$ cat src/rtl/lac_pkg.sv
// Shared constants and control types for the lagged autocovariance block.
// No dependencies; every other file except lac_ram imports this package.
package lac_pkg;

  // Series storage
  localparam int MAX_LEN   = 32;
  localparam int IDX_W     = $clog2(MAX_LEN);
  localparam int CNT_W     = $clog2(MAX_LEN + 1);
  localparam int SAMPLE_W  = 8;
  localparam int MAG_W     = SAMPLE_W - 1;
  localparam int LAG_W     = 5;
  localparam logic [LAG_W-1:0] LAG_RESET = LAG_W'(1);
  localparam int CMP_W     = (CNT_W > LAG_W) ? CNT_W : LAG_W;

  // Missing-value threshold, and the pair count that a valid result must exceed
  localparam int MISSING_AT = 128;
  localparam int MIN_PAIRS  = 5;
  localparam int FRAC_BITS  = 8;

  // Running sum widths
  localparam int MAG_MAX = MISSING_AT - 1;
  localparam int SUM_W   = $clog2(MAX_LEN * MAG_MAX + 1);
  localparam int PROD_W  = $clog2(MAX_LEN * MAG_MAX * MAG_MAX + 1);
  localparam int SQ_W    = 2 * MAG_W;

  // Final arithmetic widths
  localparam int PN_W    = PROD_W + CNT_W;
  localparam int SL_W    = 2 * SUM_W;
  localparam int NUM_W   = ((PN_W > SL_W) ? PN_W : SL_W) + 1;
  localparam int DVD_W   = NUM_W + FRAC_BITS;
  localparam int DEN_W   = CNT_W + 1;
  localparam int DCNT_W  = $clog2(DVD_W + 1);

  // Result fields
  localparam int OUT_W = 29;
  localparam int PC_W  = 6;
  localparam int PC_MAX = 63;
  localparam logic [OUT_W-1:0] OUT_MAX = {1'b0, {(OUT_W-1){1'b1}}};
  localparam logic [OUT_W-1:0] OUT_MIN = {1'b1, {(OUT_W-1){1'b0}}};

  // Controller to datapath
  typedef struct packed {
    logic load;      // take an input request
    logic accum;     // fold the pair into the running sums
    logic mul;       // form P*n and S*L
    logic div_init;  // set up the rounding divide
    logic div_step;  // one quotient bit
    logic finish;    // load the result register, clear the series
  } lac_cmd_t;

  // Datapath to controller
  typedef struct packed {
    logic last;
    logic div_done;
  } lac_stat_t;

endpackage

$ cat src/rtl/lac_if.sv
// Valid/ready channel interfaces for sample input, result output and lag config.
// Depends on lac_pkg for field widths.
interface lac_in_if import lac_pkg::*; ();
  logic                valid;
  logic                ready;
  logic [SAMPLE_W-1:0] sample;
  logic                last;
  modport source (output valid, sample, last, input ready);
  modport sink   (input valid, sample, last, output ready);
endinterface

interface lac_out_if import lac_pkg::*; ();
  logic                    valid;
  logic                    ready;
  logic signed [OUT_W-1:0] autocovariance;
  logic [PC_W-1:0]         pair_count;
  logic                    valid_res;
  modport source (output valid, autocovariance, pair_count, valid_res, input ready);
  modport sink   (input valid, autocovariance, pair_count, valid_res, output ready);
endinterface

interface lac_cfg_if import lac_pkg::*; ();
  logic             valid;
  logic             ready;
  logic [LAG_W-1:0] data;
  modport source (output valid, data, input ready);
  modport sink   (input valid, data, output ready);
endinterface

$ cat src/rtl/lagged_autocovariance_flagged.sv
// Lagged autocovariance of a flagged byte series. Each sample request is
// taken in the idle state: the sample is written to the 32-entry store while
// the partner lag positions back is read, then the pair is folded into the
// running sums on the next cycle, and no new sample is taken before that. A
// request marked last then runs the multiply step, the divide setup step, the
// bit-serial rounding divider and its done check, and the load of the result
// register, and only then does the next series start, later still if the
// previous result has not been taken. The lag port is always ready and takes
// effect on the next sample. The store needs no clearing pass after reset:
// only entries of the current series are read.
// Depends on lac_pkg, lac_if, lac_ram, lac_ctrl and lac_dp.
module lagged_autocovariance_flagged import lac_pkg::*; (
  input  logic        clk,
  input  logic        rst_n,
  lac_in_if.sink      in_ch,
  lac_out_if.source   out_ch,
  lac_cfg_if.sink     cfg_ch
);

  lac_cmd_t  cmd;
  lac_stat_t stat;

  assign cfg_ch.ready = 1'b1;

  // Sequencer
  lac_ctrl u_ctrl (
    .clk       (clk),
    .rst_n     (rst_n),
    .in_valid  (in_ch.valid),
    .in_ready  (in_ch.ready),
    .out_ready (out_ch.ready),
    .out_valid (out_ch.valid),
    .stat      (stat),
    .cmd       (cmd)
  );

  // Datapath
  lac_dp u_dp (
    .clk       (clk),
    .rst_n     (rst_n),
    .cmd       (cmd),
    .stat      (stat),
    .in_sample (in_ch.sample),
    .in_last   (in_ch.last),
    .cfg_we    (cfg_ch.valid && cfg_ch.ready),
    .cfg_lag   (cfg_ch.data),
    .out_cov   (out_ch.autocovariance),
    .out_pc    (out_ch.pair_count),
    .out_ok    (out_ch.valid_res)
  );

endmodule

$ cat src/rtl/lac_ram.sv
// Generic single-write, single-read RAM with registered read data.
// No dependencies.
module lac_ram #(
  parameter int WIDTH = 8,
  parameter int DEPTH = 32
) (
  input  logic                     clk,
  input  logic                     we,
  input  logic [$clog2(DEPTH)-1:0] waddr,
  input  logic [WIDTH-1:0]         wdata,
  input  logic [$clog2(DEPTH)-1:0] raddr,
  output logic [WIDTH-1:0]         rdata
);

  logic [WIDTH-1:0] mem [DEPTH];
  logic [WIDTH-1:0] rdata_r;

  always_ff @(posedge clk) begin
    if (we) begin
      mem[waddr] <= wdata;
    end
    rdata_r <= mem[raddr];
  end

  assign rdata = rdata_r;

endmodule

$ cat src/rtl/lac_ctrl.sv
// Sequencer for the lagged autocovariance block: handshakes and step commands.
// Depends on lac_pkg.
module lac_ctrl import lac_pkg::*; (
  input  logic      clk,
  input  logic      rst_n,
  input  logic      in_valid,
  output logic      in_ready,
  input  logic      out_ready,
  output logic      out_valid,
  input  lac_stat_t stat,
  output lac_cmd_t  cmd
);

  localparam logic [2:0] S_IDLE  = 3'd0;
  localparam logic [2:0] S_ACC   = 3'd1;
  localparam logic [2:0] S_MUL   = 3'd2;
  localparam logic [2:0] S_DINIT = 3'd3;
  localparam logic [2:0] S_DIV   = 3'd4;
  localparam logic [2:0] S_FIN   = 3'd5;

  logic [2:0] state_r, state_nxt;
  logic       out_valid_r, out_valid_nxt;
  logic       in_fire;
  logic       out_free;

  assign in_ready = (state_r == S_IDLE);
  assign in_fire  = in_valid && in_ready;
  assign out_free = !out_valid_r || out_ready;

  // Next state and commands
  always_comb begin
    state_nxt = state_r;
    cmd       = '0;
    unique case (state_r)
      S_IDLE: begin
        cmd.load = in_fire;
        if (in_fire) begin
          state_nxt = S_ACC;
        end
      end
      S_ACC: begin
        cmd.accum = 1'b1;
        state_nxt = stat.last ? S_MUL : S_IDLE;
      end
      S_MUL: begin
        cmd.mul   = 1'b1;
        state_nxt = S_DINIT;
      end
      S_DINIT: begin
        cmd.div_init = 1'b1;
        state_nxt    = S_DIV;
      end
      S_DIV: begin
        cmd.div_step = !stat.div_done;
        if (stat.div_done) begin
          state_nxt = S_FIN;
        end
      end
      S_FIN: begin
        // wait until the result register is free
        cmd.finish = out_free;
        if (out_free) begin
          state_nxt = S_IDLE;
        end
      end
      default: begin
        state_nxt = S_IDLE;
      end
    endcase
  end

  // Result register occupancy
  always_comb begin
    out_valid_nxt = out_valid_r;
    if (cmd.finish) begin
      out_valid_nxt = 1'b1;
    end else if (out_ready) begin
      out_valid_nxt = 1'b0;
    end
  end

  always_ff @(posedge clk) begin
    if (!rst_n) begin
      state_r     <= S_IDLE;
      out_valid_r <= 1'b0;
    end else begin
      state_r     <= state_nxt;
      out_valid_r <= out_valid_nxt;
    end
  end

  assign out_valid = out_valid_r;

  // An accepted sample is always folded in on the next cycle
  a_fire_acc: assert property (@(posedge clk) disable iff (!rst_n)
    in_fire |=> state_r == S_ACC)
    else $error("accepted sample not followed by accumulate");

  // Divide setup leads into a divide with work remaining
  a_div_run: assert property (@(posedge clk) disable iff (!rst_n)
    state_r == S_DINIT |=> (state_r == S_DIV) && !stat.div_done)
    else $error("divide did not start after setup");

  // A result appears only out of the finish step
  a_out_src: assert property (@(posedge clk) disable iff (!rst_n)
    $rose(out_valid_r) |-> $past(state_r) == S_FIN)
    else $error("result raised outside finish");

endmodule

$ cat src/rtl/lac_dp.sv
// Datapath: sample store, running sums, final multiply and rounding divider.
// Depends on lac_pkg and lac_ram.
module lac_dp import lac_pkg::*; (
  input  logic                    clk,
  input  logic                    rst_n,
  input  lac_cmd_t                cmd,
  output lac_stat_t               stat,
  input  logic [SAMPLE_W-1:0]     in_sample,
  input  logic                    in_last,
  input  logic                    cfg_we,
  input  logic [LAG_W-1:0]        cfg_lag,
  output logic signed [OUT_W-1:0] out_cov,
  output logic [PC_W-1:0]         out_pc,
  output logic                    out_ok
);

  // Configuration
  logic [LAG_W-1:0] lag_r;

  always_ff @(posedge clk) begin
    if (!rst_n) begin
      lag_r <= LAG_RESET;
    end else if (cfg_we) begin
      lag_r <= cfg_lag;
    end
  end

  // Series control state
  logic [CNT_W-1:0]  idx_r;
  logic [SUM_W-1:0]  s_r, l_r;
  logic [PROD_W-1:0] p_r;
  logic [CNT_W-1:0]  n_r;

  // Per-request registers
  logic [SAMPLE_W-1:0] sample_r;
  logic                last_r;
  logic                pair_ok_r;
  logic                lag_zero_r;

  // Store addressing
  logic                room;
  logic [CMP_W-1:0]    k_ext, lag_ext, back;
  logic [IDX_W-1:0]    raddr;
  logic [SAMPLE_W-1:0] rdata;

  assign room    = idx_r < CNT_W'(MAX_LEN);
  assign k_ext   = CMP_W'(idx_r);
  assign lag_ext = CMP_W'(lag_r);
  assign back    = k_ext - lag_ext;
  assign raddr   = back[IDX_W-1:0];

  lac_ram #(.WIDTH(SAMPLE_W), .DEPTH(MAX_LEN)) u_store (
    .clk   (clk),
    .we    (cmd.load && room),
    .waddr (idx_r[IDX_W-1:0]),
    .wdata (in_sample),
    .raddr (raddr),
    .rdata (rdata)
  );

  always_ff @(posedge clk) begin
    if (cmd.load) begin
      sample_r   <= in_sample;
      last_r     <= in_last;
      pair_ok_r  <= room && (k_ext >= lag_ext);
      lag_zero_r <= (lag_r == '0);
    end
  end

  // Pair qualification; zero lag pairs a sample with itself
  logic [SAMPLE_W-1:0] lead;
  logic                take;
  logic [SQ_W-1:0]     sq;

  assign lead = lag_zero_r ? sample_r : rdata;
  assign take = pair_ok_r && (lead < SAMPLE_W'(MISSING_AT))
                && (sample_r < SAMPLE_W'(MISSING_AT));
  assign sq   = lead[MAG_W-1:0] * sample_r[MAG_W-1:0];

  // Running sums
  always_ff @(posedge clk) begin
    if (!rst_n) begin
      idx_r <= '0;
      s_r   <= '0;
      l_r   <= '0;
      p_r   <= '0;
      n_r   <= '0;
    end else if (cmd.finish) begin
      idx_r <= '0;
      s_r   <= '0;
      l_r   <= '0;
      p_r   <= '0;
      n_r   <= '0;
    end else begin
      if (cmd.load && room) begin
        idx_r <= idx_r + CNT_W'(1);
      end
      if (cmd.accum && take) begin
        s_r <= s_r + SUM_W'(lead[MAG_W-1:0]);
        l_r <= l_r + SUM_W'(sample_r[MAG_W-1:0]);
        p_r <= p_r + PROD_W'(sq);
        n_r <= n_r + CNT_W'(1);
      end
    end
  end

  // P*n and S*L, registered
  logic [PN_W-1:0] pn_r, pn_nxt;
  logic [SL_W-1:0] sl_r, sl_nxt;

  assign pn_nxt = {{CNT_W{1'b0}}, p_r} * {{PROD_W{1'b0}}, n_r};
  assign sl_nxt = {{SUM_W{1'b0}}, s_r} * {{SUM_W{1'b0}}, l_r};

  always_ff @(posedge clk) begin
    if (cmd.mul) begin
      pn_r <= pn_nxt;
      sl_r <= sl_nxt;
    end
  end

  // Rounding divide: floor((|num|*512 + n) / 2n), one bit a cycle
  logic [NUM_W-1:0]  diff, mag;
  logic [DVD_W-1:0]  quo_r;
  logic [DEN_W-1:0]  rem_r, den_r;
  logic [DEN_W:0]    rem_sh, rem_sub;
  logic              ge;
  logic              neg_r;
  logic [DCNT_W-1:0] dcnt_r;

  assign diff    = NUM_W'(pn_r) - NUM_W'(sl_r);
  assign mag     = diff[NUM_W-1] ? (NUM_W'(0) - diff) : diff;
  assign rem_sh  = {rem_r, quo_r[DVD_W-1]};
  assign ge      = rem_sh >= {1'b0, den_r};
  assign rem_sub = rem_sh - {1'b0, den_r};

  always_ff @(posedge clk) begin
    if (cmd.div_init) begin
      quo_r <= {mag[NUM_W-2:0], (FRAC_BITS+1)'(n_r)};
      rem_r <= '0;
      den_r <= {n_r, 1'b0};
      neg_r <= diff[NUM_W-1];
    end else if (cmd.div_step) begin
      quo_r <= {quo_r[DVD_W-2:0], ge};
      rem_r <= ge ? rem_sub[DEN_W-1:0] : rem_sh[DEN_W-1:0];
    end
  end

  always_ff @(posedge clk) begin
    if (!rst_n) begin
      dcnt_r <= '0;
    end else if (cmd.div_init) begin
      dcnt_r <= DCNT_W'(DVD_W);
    end else if (cmd.div_step) begin
      dcnt_r <= dcnt_r - DCNT_W'(1);
    end
  end

  assign stat.last     = last_r;
  assign stat.div_done = (dcnt_r == '0);

  // Sign, saturation and the few-pairs rule
  logic                ok;
  logic [OUT_W-1:0]    cov_val, cov_nxt;
  logic [CNT_W+PC_W-1:0] n_wide;
  logic [PC_W-1:0]     pc_nxt;

  assign ok = n_r > CNT_W'(MIN_PAIRS);

  always_comb begin
    if (neg_r) begin
      cov_val = (quo_r > DVD_W'(OUT_MIN)) ? OUT_MIN : (OUT_W'(0) - OUT_W'(quo_r));
    end else begin
      cov_val = (quo_r > DVD_W'(OUT_MAX)) ? OUT_MAX : OUT_W'(quo_r);
    end
  end

  assign cov_nxt = ok ? cov_val : '0;
  assign n_wide  = (CNT_W+PC_W)'(n_r);
  assign pc_nxt  = (n_wide > (CNT_W+PC_W)'(PC_MAX)) ? PC_W'(PC_MAX) : PC_W'(n_wide);

  // Result register
  logic [OUT_W-1:0] cov_r;
  logic [PC_W-1:0]  pc_r;
  logic             ok_r;

  always_ff @(posedge clk) begin
    if (cmd.finish) begin
      cov_r <= cov_nxt;
      pc_r  <= pc_nxt;
      ok_r  <= ok;
    end
  end

  assign out_cov = $signed(cov_r);
  assign out_pc  = pc_r;
  assign out_ok  = ok_r;

  // Sample count never exceeds the store depth
  a_idx_range: assert property (@(posedge clk) disable iff (!rst_n)
    idx_r <= CNT_W'(MAX_LEN))
    else $error("sample index beyond store depth");

  // Each pair needs a stored sample
  a_pairs_le_idx: assert property (@(posedge clk) disable iff (!rst_n)
    n_r <= idx_r)
    else $error("more pairs than samples");

  // Partial remainder stays below the divisor while dividing
  a_rem_bound: assert property (@(posedge clk) disable iff (!rst_n)
    cmd.div_step && (den_r != '0) |-> rem_r < den_r)
    else $error("divider remainder out of range");

endmodule
$ cat src/flat_wrapper.sv
// flat-port wrapper written by rule: the top's interface ports become plain ports
module lagged_autocovariance_flagged_flat import lac_pkg::*;
  (clk, rst_n, in_ch_valid, in_ch_sample, in_ch_last, in_ch_ready, out_ch_valid, out_ch_autocovariance, out_ch_pair_count, out_ch_valid_res, out_ch_ready, cfg_ch_valid, cfg_ch_data, cfg_ch_ready);
  lac_in_if in_ch_i ();
  lac_out_if out_ch_i ();
  lac_cfg_if cfg_ch_i ();
  input  logic clk;
  input  logic rst_n;
  input wire logic [$bits(in_ch_i.valid)-1:0] in_ch_valid;
  input wire logic [$bits(in_ch_i.sample)-1:0] in_ch_sample;
  input wire logic [$bits(in_ch_i.last)-1:0] in_ch_last;
  output wire logic [$bits(in_ch_i.ready)-1:0] in_ch_ready;
  output wire logic [$bits(out_ch_i.valid)-1:0] out_ch_valid;
  output wire logic [$bits(out_ch_i.autocovariance)-1:0] out_ch_autocovariance;
  output wire logic [$bits(out_ch_i.pair_count)-1:0] out_ch_pair_count;
  output wire logic [$bits(out_ch_i.valid_res)-1:0] out_ch_valid_res;
  input wire logic [$bits(out_ch_i.ready)-1:0] out_ch_ready;
  input wire logic [$bits(cfg_ch_i.valid)-1:0] cfg_ch_valid;
  input wire logic [$bits(cfg_ch_i.data)-1:0] cfg_ch_data;
  output wire logic [$bits(cfg_ch_i.ready)-1:0] cfg_ch_ready;
  assign in_ch_i.valid = in_ch_valid;
  assign in_ch_i.sample = in_ch_sample;
  assign in_ch_i.last = in_ch_last;
  assign in_ch_ready = in_ch_i.ready;
  assign out_ch_valid = out_ch_i.valid;
  assign out_ch_autocovariance = out_ch_i.autocovariance;
  assign out_ch_pair_count = out_ch_i.pair_count;
  assign out_ch_valid_res = out_ch_i.valid_res;
  assign out_ch_i.ready = out_ch_ready;
  assign cfg_ch_i.valid = cfg_ch_valid;
  assign cfg_ch_i.data = cfg_ch_data;
  assign cfg_ch_ready = cfg_ch_i.ready;
  lagged_autocovariance_flagged u_core (.clk(clk), .rst_n(rst_n), .in_ch(in_ch_i), .out_ch(out_ch_i), .cfg_ch(cfg_ch_i));
endmodule
$ cat config.mk
export PLATFORM = sky130hd
export DESIGN_NAME = lagged_autocovariance_flagged_flat
export DESIGN_NICKNAME = d
export VERILOG_FILES = /design/src/rtl/lac_pkg.sv /design/src/rtl/lac_if.sv /design/src/rtl/lagged_autocovariance_flagged.sv /design/src/rtl/lac_ram.sv /design/src/rtl/lac_ctrl.sv /design/src/rtl/lac_dp.sv /design/src/flat_wrapper.sv
export SDC_FILE = /design/constraint.sdc
export NUM_CORES = 1
export LEC_CHECK = 0
export ABC_AREA = 1
export BUFFER_PORTS_ARGS = -buffer_cell sky130_fd_sc_hd__buf_2
export CELL_PAD_IN_SITES_DETAIL_PLACEMENT = 1
export CELL_PAD_IN_SITES_GLOBAL_PLACEMENT = 1
export CORE_MARGIN = 8
export CORE_UTILIZATION = 50
export CTS_BUF_LIST = sky130_fd_sc_hd__clkbuf_8
export DETAILED_ROUTE_END_ITERATION = 10
export HOLD_SLACK_MARGIN = 0.05
export PLACE_DENSITY_LB_ADDON = 0.1
export RECOVER_POWER = 50
export SYNTH_ARGS = -nofsm -noshare
export SYNTH_HDL_FRONTEND = slang
export SYNTH_SLANG_ARGS = --single-unit
$ cat constraint.sdc
create_clock -name clk -period 9.83 [get_ports clk]
set_input_delay 0 -clock clk [delete_from_list [all_inputs] [get_ports clk]]
set_output_delay 0 -clock clk [all_outputs]
set_load 0.02 [all_outputs]
==> results of run 1 <==
==> synth_stat cells, drive strengths merged, types with 41 or more instances <==
library cell    n
nand2         953
inv           668
edfxtp        390
nor2          244
a21oi         230
fa            210
ha            194
nand3         137
o21ai         132
clkbuf        114
dfxtp          88
a32oi          64
xor2           54
nor3           41
==> cells by family (layout without fill, tap and decap cells) <==
family / count (synthesis) / count (layout) / synth area share
xor gates and xnor gates: 77 / 77 / 0.0209
other: 1 / 2 / 0.000115
adders and majority gates: 404 / 404 / 0.203
AOI/OAI and AO/OA: 517 / 517 / 0.0931
DFF: 478 / 478 / 0.413
buffers and inverters: 802 / 927 / 0.0927
and+or+nand+nor: 1424 / 1424 / 0.177
==> power groups by stage <==
stage / clock [mW] / sequential (mW) / combinational, mW
finish: 1.86 / 2.38 / 2.23
floorplan: 0 / 2.37 / 1.61
global route: 1.97 / 2.39 / 2.53
global placement: 0 / 2.41 / 2.12
CTS: 1.90 / 2.38 / 2.25
detailed placement: 0 / 2.42 / 2.22
==> area by class of cell <==
| type | count | area, sq um |
|---|---|---|
| fillers | 7565 | 28900 |
| clock buffers | 95 | 1310 |
| multi-input cells | 2423 | 16200 |
| diodes | 1 | 2.50 |
| clock inverters | 58 | 395 |
| well taps | 855 | 1070 |
| repair buffers | 105 | 631 |
| flip-flops and latches | 478 | 13500 |
| inverters | 669 | 2510 |
==> flip-flops by register name, summed over array words and instances (netlist names), 3 cells and up <==
register / count
u_core.u_dp.den_r: 6
u_core.u_dp.lag_r: 5
u_core.u_dp.pn_r: 25
u_core.u_dp.idx_r: 6
u_core.u_dp.s_r: 12
u_core.u_dp.out_pc: 6
u_core.u_ctrl.state_r: 3
u_core.u_dp.out_cov: 29
u_core.u_dp.l_r: 12
u_core.u_dp.u_store.rdata: 8
u_core.u_dp.p_r: 19
u_core.u_dp.rem_r: 7
u_core.u_dp.quo_r: 34
u_core.u_dp.n_r: 6
u_core.u_dp.u_store.mem: 256
u_core.u_dp.sl_r: 24
u_core.u_dp.sample_r: 8
u_core.u_dp.dcnt_r: 6
==> stage by stage <==
stage	instance area, sq um	hold WS, ns	std cells
floorplan	32600	0.0989	3703
CTS	35700	0.246	4683
detailed placement	33700	0.192	4501
global route	35600	0.282	4684
finish	35600	0.278	4684
global placement	33700	0.197	4501
==> what timing repair did <==
item,CTS,global route
resized for setup,0,0
hold endpoints to repair,293,0
hold buffers,29,0
==> worst max-delay path, delay by kind of cell, from the launching register on <==
family | cells | cell delay (ns)
AOI/OAI and AO/OA | 5 | 0.84
xor gates and xnor gates | 1 | 0.15
adders and majority gates | 6 | 2.92
and+or+nand+nor | 4 | 0.42
buffers and inverters | 3 | 0.15
DFF | 1 | 0.82
==> worst paths after layout <==
path | from | slack (ns) | cells past startpoint | end
worst min register to register | u_core.u_dp.n_r[4] | 0.46 | 0 | u_core.u_dp.out_pc[4]
worst min-delay path | out_ch_ready | 0.28 | 5 | u_core.u_ctrl.out_valid
worst max-delay path | u_core.u_dp.s_r[6] | 4.25 | 19 | u_core.u_dp.sl_r[21]
worst max register to register | u_core.u_dp.s_r[6] | 4.25 | 19 | u_core.u_dp.sl_r[21]
==> layer usage <==
layer | vias to the layer above | global-route usage | part of all wire
li1 | 12100 | - | -
met1 | 12900 | 0.308 | 0.42
met2 | 572 | 0.454 | 0.51
met3 | 191 | 0.0329 | 0.038
met4 | 2 | 0.100 | 0.037
met5 | - | 0 | 0.00021
==> impl_metrics.env, run 1 <==
export IMPL_status="finished, violations left"
export IMPL_failed_checks="max-capacitance violations, max-slew violations"
export IMPL_vias=25800
export IMPL_leakage_nw=16.6
export IMPL_grt_pass1_wl_mm=151
export IMPL_gr_total_overflow=0
export IMPL_p_int_mw=4.06
export IMPL_min_period_ns=5.58
export IMPL_layout_common_cells="nand2_1 (942), inv_1 (683), edfxtp_1 (390), nor2_1 (236), a21oi_1 (229)"
export IMPL_vias_per_cell=5.50
export IMPL_core_sq_mm=0.0645
export IMPL_drv_slew=465
export IMPL_grt_pass1_vias=28500
export IMPL_clockBufferDepth=3
export IMPL_cts_setup_buffers=0
export IMPL_ir_worst_vdd_mv=0.222
export IMPL_syn_area_sq_mm=0.0326
export IMPL_antenna_found_initial=3
export IMPL_synthArstFlopShare=0
export IMPL_synth_top_cell_area_share=0.359
export IMPL_swShare=0.373
export IMPL_root_buffer="clkbuf_8"
export IMPL_fmax_mhz=179
export IMPL_cts_inserted_buffers=85
export IMPL_maxCapViolCount=13
export IMPL_start_kind="flop"
export IMPL_setup_viol_count_final=0
export IMPL_crit_path_end_kind="flop"
export IMPL_ys_ff_latch=478
export IMPL_report_power_total_mw=6.48
export IMPL_finClkSkew_ns=0.0410
export IMPL_drc=0
export IMPL_crit_chain="nand2_1 > fa_1 > fa_1 > fa_1 > inv_1 > fa_1 > inv_1 > fa_1 > inv_1 > ha_1 > a21oi_1 > o21ai_0 > nand2_1 > o211ai_1 > a31oi_1 > o21bai_1 > nand3_1 > nand2_1 > xor2_1"
export IMPL_clk_latency_ns=0.70
export IMPL_hold_path_class="primary input to flop"
export IMPL_layout_drive_gt1_share=0.0452
export IMPL_slew_headroom=-1.21
export IMPL_slowest_delay_ns=0.82
export IMPL_hold_viol=0
export IMPL_synth_edf_count=390
export IMPL_syn_inst=3703
export IMPL_power_density_mw_per_mm2=182
export IMPL_clkPwrFrac=0.287
export IMPL_start_util=0.506
export IMPL_p_seq_frac=0.368
export IMPL_finalWirelength_mm=93.6
export IMPL_crit_slowest_cell="dfxtp_1"
export IMPL_pin_count=58
export IMPL_grt_setup_unrepaired="no"
export IMPL_syn_area_per_cell_sq_um=8.81
export IMPL_synth_top_area_cell="edfxtp_1"
export IMPL_grt_use_total=0.254
export IMPL_fin_util=0.552
export IMPL_htree_levels=3
export IMPL_die_y_microns=272
export IMPL_synthTopCellsByArea="edfxtp_1 (36%), fa_1 (13%), nand2_1 (11%)"
export IMPL_critical_path_class="flop to flop"
export IMPL_post_drt_wl_per_cell_microns=20.0
export IMPL_crit_path_max_fanout=14
export IMPL_dp_slack_ns=4.28
export IMPL_synth_ff_type="edfxtp_1"
export IMPL_portBuffers=56
export IMPL_antenna_left=0
export IMPL_finalCritPeriodShare=0.568
export IMPL_grt_max_degree=93
export IMPL_cp_common_cell="fa_1"
export IMPL_syn_to_final_growth_pct=8.95
export IMPL_die_w_microns=272
export IMPL_clkSinkCount=478
export IMPL_worst_pin_slew_ns=3.30
export IMPL_fp_dieArea_sq_mm=0.0737
export IMPL_globalplace_congestion=0.925
export IMPL_pwr_share_comb=0.345
export IMPL_power_switching_mw=2.42
export IMPL_setup_tns_ns=0
export IMPL_ys_seq_area_frac=0.413
export IMPL_required_ns=10.25
export IMPL_clk_pin_slew_ns=0.07
export IMPL_final_common_cell="nand2_1"
export IMPL_worstPathArrival_ns=6.00
export IMPL_drt_iter0_markers=1656
export IMPL_drtPass1Iterations=8
export IMPL_synth_cell_type_count=51
export IMPL_num_rows=93
export IMPL_dp_hpwl_mm=69.9
export IMPL_ys_warn_count=0
export IMPL_layout_nets=4185
export IMPL_finalWorstSetupSlack_ns=4.25
export IMPL_cts_tree="built"
export IMPL_syn_nets=4126
Power figures use the tool's default switching activity.
==> run 2: changes to the inputs <==
--- a/config.mk
+++ b/config.mk
@@ -10,7 +10,7 @@
 export CELL_PAD_IN_SITES_DETAIL_PLACEMENT = 1
 export CELL_PAD_IN_SITES_GLOBAL_PLACEMENT = 1
 export CORE_MARGIN = 8
-export CORE_UTILIZATION = 50
+export CORE_UTILIZATION = 46
 export CTS_BUF_LIST = sky130_fd_sc_hd__clkbuf_8
 export DETAILED_ROUTE_END_ITERATION = 10
 export HOLD_SLACK_MARGIN = 0.05
==> constraint.sdc (replaced) <==
create_clock -name clk -period 5.01 [get_ports clk]
set_input_delay 0 -clock clk [delete_from_list [all_inputs] [get_ports clk]]
set_output_delay 0 -clock clk [all_outputs]
set_load 0.02 [all_outputs]
==> impl_metrics.env, run 2 (synthesis results as in run 1) <==
export IMPL_failed_checks="max-capacitance violations, max-slew violations"
export IMPL_fin_hold_ws_ns=0.298
export IMPL_hold_viol=0
export IMPL_clk_latency_ns=0.73
export IMPL_p_seq_frac=0.347
export IMPL_globalplace_congestion=0.874
export IMPL_setup_viol_count_final=0
export IMPL_grt_max_degree=75
export IMPL_swShare=0.370
export IMPL_layout_drive_gt1_share=0.0888
export IMPL_finalWirelength_mm=94.6
export IMPL_grt_use_total=0.239
export IMPL_crit_chain="buf_4 > nand2_1 > inv_1 > fa_1 > fa_1 > fa_2 > fa_1 > fa_1 > ha_4 > a21oi_1 > o211ai_1 > a31oi_2 > o21bai_1 > nand3_1 > nand2_1 > xor2_1"
export IMPL_required_ns=5.43
export IMPL_gr_total_overflow=0
export IMPL_cp_common_cell="fa_1"
export IMPL_finClkSkew_ns=0.0581
export IMPL_layout_common_cells="nand2_1 (938), inv_1 (676), edfxtp_1 (390), nor2_1 (227), a21oi_1 (216)"
export IMPL_leakage_nw=17.2
export IMPL_grt_setup_unrepaired="yes"
export IMPL_grt_pass1_wl_mm=151
export IMPL_dp_slack_ns=-0.408
export IMPL_p_int_mw=8.39
export IMPL_setup_tns_ns=0
export IMPL_portBuffers=56
export IMPL_finalNonFillerCells=4885
export IMPL_drt_iter0_markers=1280
export IMPL_syn_to_final_growth_pct=13.1
export IMPL_power_density_mw_per_mm2=361
export IMPL_grt_pass1_vias=28700
export IMPL_vias=25900
export IMPL_final_common_cell="nand2_1"
export IMPL_cts_tree="built"
export IMPL_clkPwrFrac=0.282
export IMPL_r2r_end="u_core.u_dp.sl_r[21]"
export IMPL_htree_levels=3
export IMPL_largest_register_ffs=256
export IMPL_drv_slew=322
export IMPL_post_drt_wl_per_cell_microns=19.4
export IMPL_antenna_found_initial=3
export IMPL_start_util=0.465
export IMPL_finalWorstSetupSlack_ns=0.0775
export IMPL_die_w_microns=282
export IMPL_worst_pin_slew_ns=2.64
export IMPL_ir_worst_vdd_mv=0.344
export IMPL_worstPathArrival_ns=5.35
export IMPL_status="finished, violations left"
export IMPL_slew_headroom=-0.763
export IMPL_clockBufferDepth=3
export IMPL_drc=0
export IMPL_r2r_start="u_core.u_dp.l_r[9]"
export IMPL_fill_cells=8282
export IMPL_num_rows=97
export IMPL_hold_path_class="primary input to flop"
export IMPL_worst_r2r_setup_slack_ns=0.08
export IMPL_report_power_total_mw=13.3
export IMPL_dp_cells=4691
export IMPL_clkSinkCount=478
export IMPL_min_period_ns=4.93
export IMPL_fmax_mhz=203
export IMPL_layout_nets=4303
export IMPL_slowest_delay_ns=0.62
export IMPL_pin_count=58
export IMPL_worstSetupStartpoint="u_core.u_dp.l_r[9]"
export IMPL_vias_per_cell=5.29
export IMPL_pwr_share_comb=0.371
export IMPL_root_buffer="clkbuf_8"
export IMPL_power_switching_mw=4.93
export IMPL_maxCapViolCount=10
export IMPL_critical_path_class="flop to flop"
export IMPL_crit_path_end_kind="flop"
export IMPL_dp_hpwl_mm=71.3
export IMPL_fp_dieArea_sq_mm=0.0797
export IMPL_clk_pin_slew_ns=0.06
export IMPL_ff2ff_path_depth=16
export IMPL_crit_slowest_cell="fa_1"
export IMPL_crit_end="u_core.u_dp.sl_r[21]"
export IMPL_die_y_microns=282
export IMPL_antenna_left=0
export IMPL_drtPass1Iterations=5
export IMPL_cts_inserted_buffers=86
export IMPL_regMostFlops="u_core.u_dp.u_store.mem"
export IMPL_crit_path_max_fanout=7
export IMPL_start_kind="flop"
export IMPL_core_sq_mm=0.0701
export IMPL_finalCritPeriodShare=0.985
run 2: cell types whose count changed in the layout (fill, tap and decap cells not counted), moves of 6 or more:
cell and change:
buf_4 +104, dfxtp_1 -19, dfxtp_4 +16, a21oi_1 -13, a21oi_2 +11, nor2_1 -9, o21ai_0 -9, buf_6 +7
ha_1 -7, ha_4 +7, inv_1 -7, clkbuf_8 -6, o21ai_1 +6
run 2: repair_timing:
action | in CTS | in global routing
cloned | 0 | 1
gates resized for setup | 33 | 77
buffers inserted | 4 | 6
pin swaps | 8 | 27
hold buffers | 30 | 0
endpoints found under the hold margin | 293 | 0
setup endpoints to repair | 14 | 21
run 2: layout make-up:
class | instances | area [sq um] | area share
clock inverters | 62 | 474 | 0.0128
repair buffers | 222 | 1540 | 0.0416
diodes | 2 | 5.00 | 0.000136
multi-input cells | 2423 | 16400 | 0.445
well taps | 940 | 1180 | 0.0319
clock buffers | 89 | 1220 | 0.0332
flip-flops and latches | 478 | 13500 | 0.367
inverters | 669 | 2510 | 0.0681
run 2: power by group through the flow:
| stage | Combinational [mW] | Sequential, mW | Clock, mW |
|---|---|---|---|
| floorplan | 3.15 | 4.65 | 0 |
| global placement | 4.52 | 4.69 | 0 |
| CTS | 4.83 | 4.62 | 3.83 |
| detailed placement | 4.72 | 4.70 | 0 |
| global route | 5.58 | 4.64 | 3.99 |
| finish | 4.95 | 4.63 | 3.75 |
run 2: routing by layer:
metal  vias to the layer above  global-route usage  routed length [microns]
met1                     12800               0.279                    39300
met3                       211              0.0331                     2990
met5                         -                   0                       13
li1                      12400                   -                        -
met4                         2               0.101                     3950
met2                       459               0.436                    48300
run 2: stage by stage:
stage                     instance area (sq um)  utilization
after CTS                                 36700        0.523
after global routing                      36900        0.526
after floorplan                           32600            -
after detailed placement                  34600        0.493
final                                     36900        0.526
after global placement                    34600        0.493
run 2: worst min path at each step:
stage | startpoint | end | slack, ns | depth (start not counted)
2_1_floorplan | in_ch_last | u_core.u_dp.last_r | 0.1 | 0
3_3_place_gp | in_ch_last | u_core.u_dp.last_r | 0.20 | 1
3_5_place_dp | in_ch_last | u_core.u_dp.last_r | 0.20 | 1
4_1_cts | cfg_ch_valid | u_core.u_dp.lag_r[1] | 0.24 | 4
5_1_grt | cfg_ch_valid | u_core.u_dp.lag_r[3] | 0.31 | 4
6_report | cfg_ch_valid | u_core.u_dp.lag_r[3] | 0.30 | 4
run 2: critical path, delay by kind of cell (launching register included):
kind | cells | cell delay [ns]
fa+ha+maj | 6 | 2.95
compound gates | 4 | 0.80
flops | 1 | 0.37
simple gates | 3 | 0.20
buf+inv | 2 | 0.19
xor+xnor | 1 | 0.14
==> run 3: changes to the inputs <==
--- a/config.mk
+++ b/config.mk
@@ -18,4 +18,5 @@
 export RECOVER_POWER = 50
 export SYNTH_ARGS = -nofsm -noshare
 export SYNTH_HDL_FRONTEND = slang
+export SYNTH_HIERARCHICAL = 1
 export SYNTH_SLANG_ARGS = --single-unit
==> impl_metrics.env, run 3 <==
export IMPL_min_period_ns=4.82
export IMPL_finClkSkew_ns=0.0513
export IMPL_vias_per_cell=5.24
export IMPL_grt_pass1_vias=27800
export IMPL_syn_area_sq_mm=0.0334
export IMPL_num_rows=98
export IMPL_synth_top_family_by_area="simple AND/OR/NAND/NOR gates"
export IMPL_syn_nets=4298
export IMPL_syn_inst=3878
export IMPL_pin_count=58
export IMPL_regMostFlops="u_core/u_dp/u_store/mem"
export IMPL_syn_area_per_cell_sq_um=8.60
export IMPL_synth_fa_ha_area_frac=0.198
export IMPL_hold_path_class="primary input to flop"
export IMPL_portBuffers=56
export IMPL_min_from="in_ch_valid"
export IMPL_synth_compound_area_frac=0.0601
export IMPL_largest_register_ffs=256
export IMPL_die_w_microns=285
export IMPL_clk_latency_ns=0.71
export IMPL_vias=26600
export IMPL_synth_top_cells_by_count="nand2_1 (1071), inv_1 (656), edfxtp_1 (390), nand3_1 (300), nor2_1 (252)"
export IMPL_failed_checks="max-capacitance violations, max-slew violations"
export IMPL_synthArstFlopShare=0
export IMPL_setup_viol_count_final=0
export IMPL_muxShareOfSynthArea=0
export IMPL_synth_edf_count=390
export IMPL_power_density_mw_per_mm2=330
export IMPL_ys_seq_area_frac=0.404
export IMPL_leakage_nw=17.8
export IMPL_crit_path_max_fanout=5
export IMPL_cts_tree="built"
export IMPL_layout_nets=4473
export IMPL_final_common_cell="nand2_1"
export IMPL_clk_pin_slew_ns=0.06
export IMPL_slew_headroom=-0.850
export IMPL_finalWirelength_mm=97.7
export IMPL_yosys_area_share_simple=0.219
export IMPL_grt_use_total=0.237
export IMPL_crit_path_end_kind="flop"
export IMPL_htree_levels=3
export IMPL_start_kind="flop"
export IMPL_drv_slew=468
export IMPL_ys_warn_count=6
export IMPL_gr_total_overflow=0
export IMPL_synth_cell_type_count=54
export IMPL_drc=0
export IMPL_clockBufferDepth=3
export IMPL_ff2ff_path_depth=19
export IMPL_globalplace_congestion=0.856
export IMPL_drt_iter0_markers=1435
export IMPL_grt_pass1_wl_mm=154
export IMPL_drtPass1Iterations=5
export IMPL_fin_util=0.521
export IMPL_syn_to_final_growth_pct=11.7
export IMPL_clkSinkCount=478
export IMPL_dp_cells=4882
export IMPL_synth_top_area_cell="edfxtp_1"
export IMPL_ys_ff_latch=478
export IMPL_antenna_found_initial=2
export IMPL_post_synth_top_count_cell="nand2_1"
export IMPL_worst_r2r_setup_slack_ns=0.19
export IMPL_maxCapViolCount=12
export IMPL_post_drt_wl_per_cell_microns=19.3
export IMPL_synthTopCellsByArea="edfxtp_1 (35%), fa_1 (13%), nand2_1 (12%)"
export IMPL_r2r_start="u_core/u_dp/l_r[4]"
export IMPL_cts_inserted_buffers=85
export IMPL_hold_end="u_core/u_ctrl/state_r[0]"
export IMPL_worstPathArrival_ns=5.28
export IMPL_fmax_mhz=208
export IMPL_synth_top_cell_area_share=0.351
export IMPL_antenna_left=0
export IMPL_core_sq_mm=0.0716
export IMPL_start_util=0.466
export IMPL_hold_path_depth=8
export IMPL_status="finished, violations left"
export IMPL_r2r_end="u_core/u_dp/sl_r[12]"
export IMPL_worst_pin_slew_ns=2.77
export IMPL_ir_worst_vdd_mv=0.322
export IMPL_finalCritPeriodShare=0.961
export IMPL_synth_ff_type="edfxtp_1"
export IMPL_dp_hpwl_mm=72.5
export IMPL_die_y_microns=285
export IMPL_fp_dieArea_sq_mm=0.0814
export IMPL_finalNonFillerCells=5067
export IMPL_synth_xor_area_frac=0.0218
export IMPL_critical_path_class="flop to flop"
export IMPL_root_buffer="clkbuf_8"
export IMPL_layout_drive_gt1_share=0.0850
export IMPL_grt_max_degree=83
export IMPL_required_ns=5.48
export IMPL_layout_common_cells="nand2_1 (1066), inv_1 (675), edfxtp_1 (390), nand3_1 (302), nor2_1 (248)"
export IMPL_hold_viol=0
[run 3: critical path, stage by stage, from the launching register on]
cell and delay (ns):
dfxtp_4 0.36, buf_4 0.14, buf_4 0.15, nand2_1 0.05, inv_1 0.05, fa_1 0.45, ha_1 0.23, fa_1 0.53
inv_1 0.05, fa_1 0.46, fa_1 0.55, inv_1 0.05, ha_1 0.31, buf_4 0.14, nand2_1 0.06, nor2_1 0.20
a21oi_1 0.13, o21ai_1 0.22, buf_4 0.16, xor2_1 0.27
[run 3: metrics by stage]
step	hold WS, ns	total power [mW]	instance area [sq um]	setup slack [ns]	setup TNS (ns)
floorplan	0.0841	7.20	33400	0.00611	0
CTS	0.187	12.3	37100	-0.000731	-0.000731
global route	0.333	13.1	37300	-0.0615	-0.102
detailed placement	0.179	8.57	35100	-0.0970	-0.402
finish	0.301	12.3	37300	0.193	0
global placement	0.182	8.46	35100	0.0150	0
[run 3: worst max path at each step]
stage                           start                    to  slack [ns]  cells past startpoint
2_1_floorplan      u_core/u_dp/s_r[5]  u_core/u_dp/sl_r[21]       0.006                     20
3_3_place_gp   u_core/u_dp/lag_zero_r   u_core/u_dp/p_r[15]        0.01                     20
3_5_place_dp   u_core/u_dp/lag_zero_r   u_core/u_dp/p_r[15]        -0.1                     21
4_1_cts            u_core/u_dp/l_r[8]  u_core/u_dp/sl_r[18]     -0.0007                     20
5_1_grt            u_core/u_dp/l_r[4]  u_core/u_dp/sl_r[18]       -0.06                     21
6_report           u_core/u_dp/l_r[4]  u_core/u_dp/sl_r[12]        0.19                     19
[run 3: power by group]
part	switching [mW]	total [mW]	internal [mW]	leakage [nW]
Sequential	0.143	4.57	4.42	4.27
Combinational	2.54	4.09	1.54	12.6
Clock	1.78	3.66	1.88	0.931
Total	4.47	12.3	7.84	17.8
[run 3: cell families after synthesis]
| group | count (synthesis) |
|---|---|
| and+or+nand+nor | 1755 |
| buffers and inverters | 800 |
| DFF | 478 |
| adders and majority gates | 401 |
| AOI/OAI and AO/OA | 361 |
| xor gates and xnor gates | 82 |
| other | 1 |
[run 3: timing repair]
item | CTS | global route
endpoints found under the hold margin | 300 | 0
buffers inserted | 0 | 5
setup endpoints to repair | 10 | 21
gates resized for setup | 14 | 74
hold buffers | 29 | 0
cloned | 0 | 0
pin swaps | 0 | 32
[run 3: layout make-up]
| type | instances | area (sq um) |
|---|---|---|
| antenna | 1 | 2.50 |
| fill | 8579 | 34300 |
| clock buffer | 88 | 1210 |
| inverter | 669 | 2510 |
| clock inverter | 62 | 467 |
| tap | 950 | 1190 |
| timing repair buffer | 219 | 1510 |
| multi-input combinational | 2600 | 16900 |
| sequential | 478 | 13500 |
[run 3: per-layer routing]
layer | vias to the layer above | routed length [microns] | track usage
met2 | 476 | 47500 | 0.405
met3 | 150 | 3720 | 0.0309
li1 | 12800 | - | -
met4 | 0 | 2710 | 0.0680
met5 | - | 0 | 0
met1 | 13200 | 43800 | 0.313
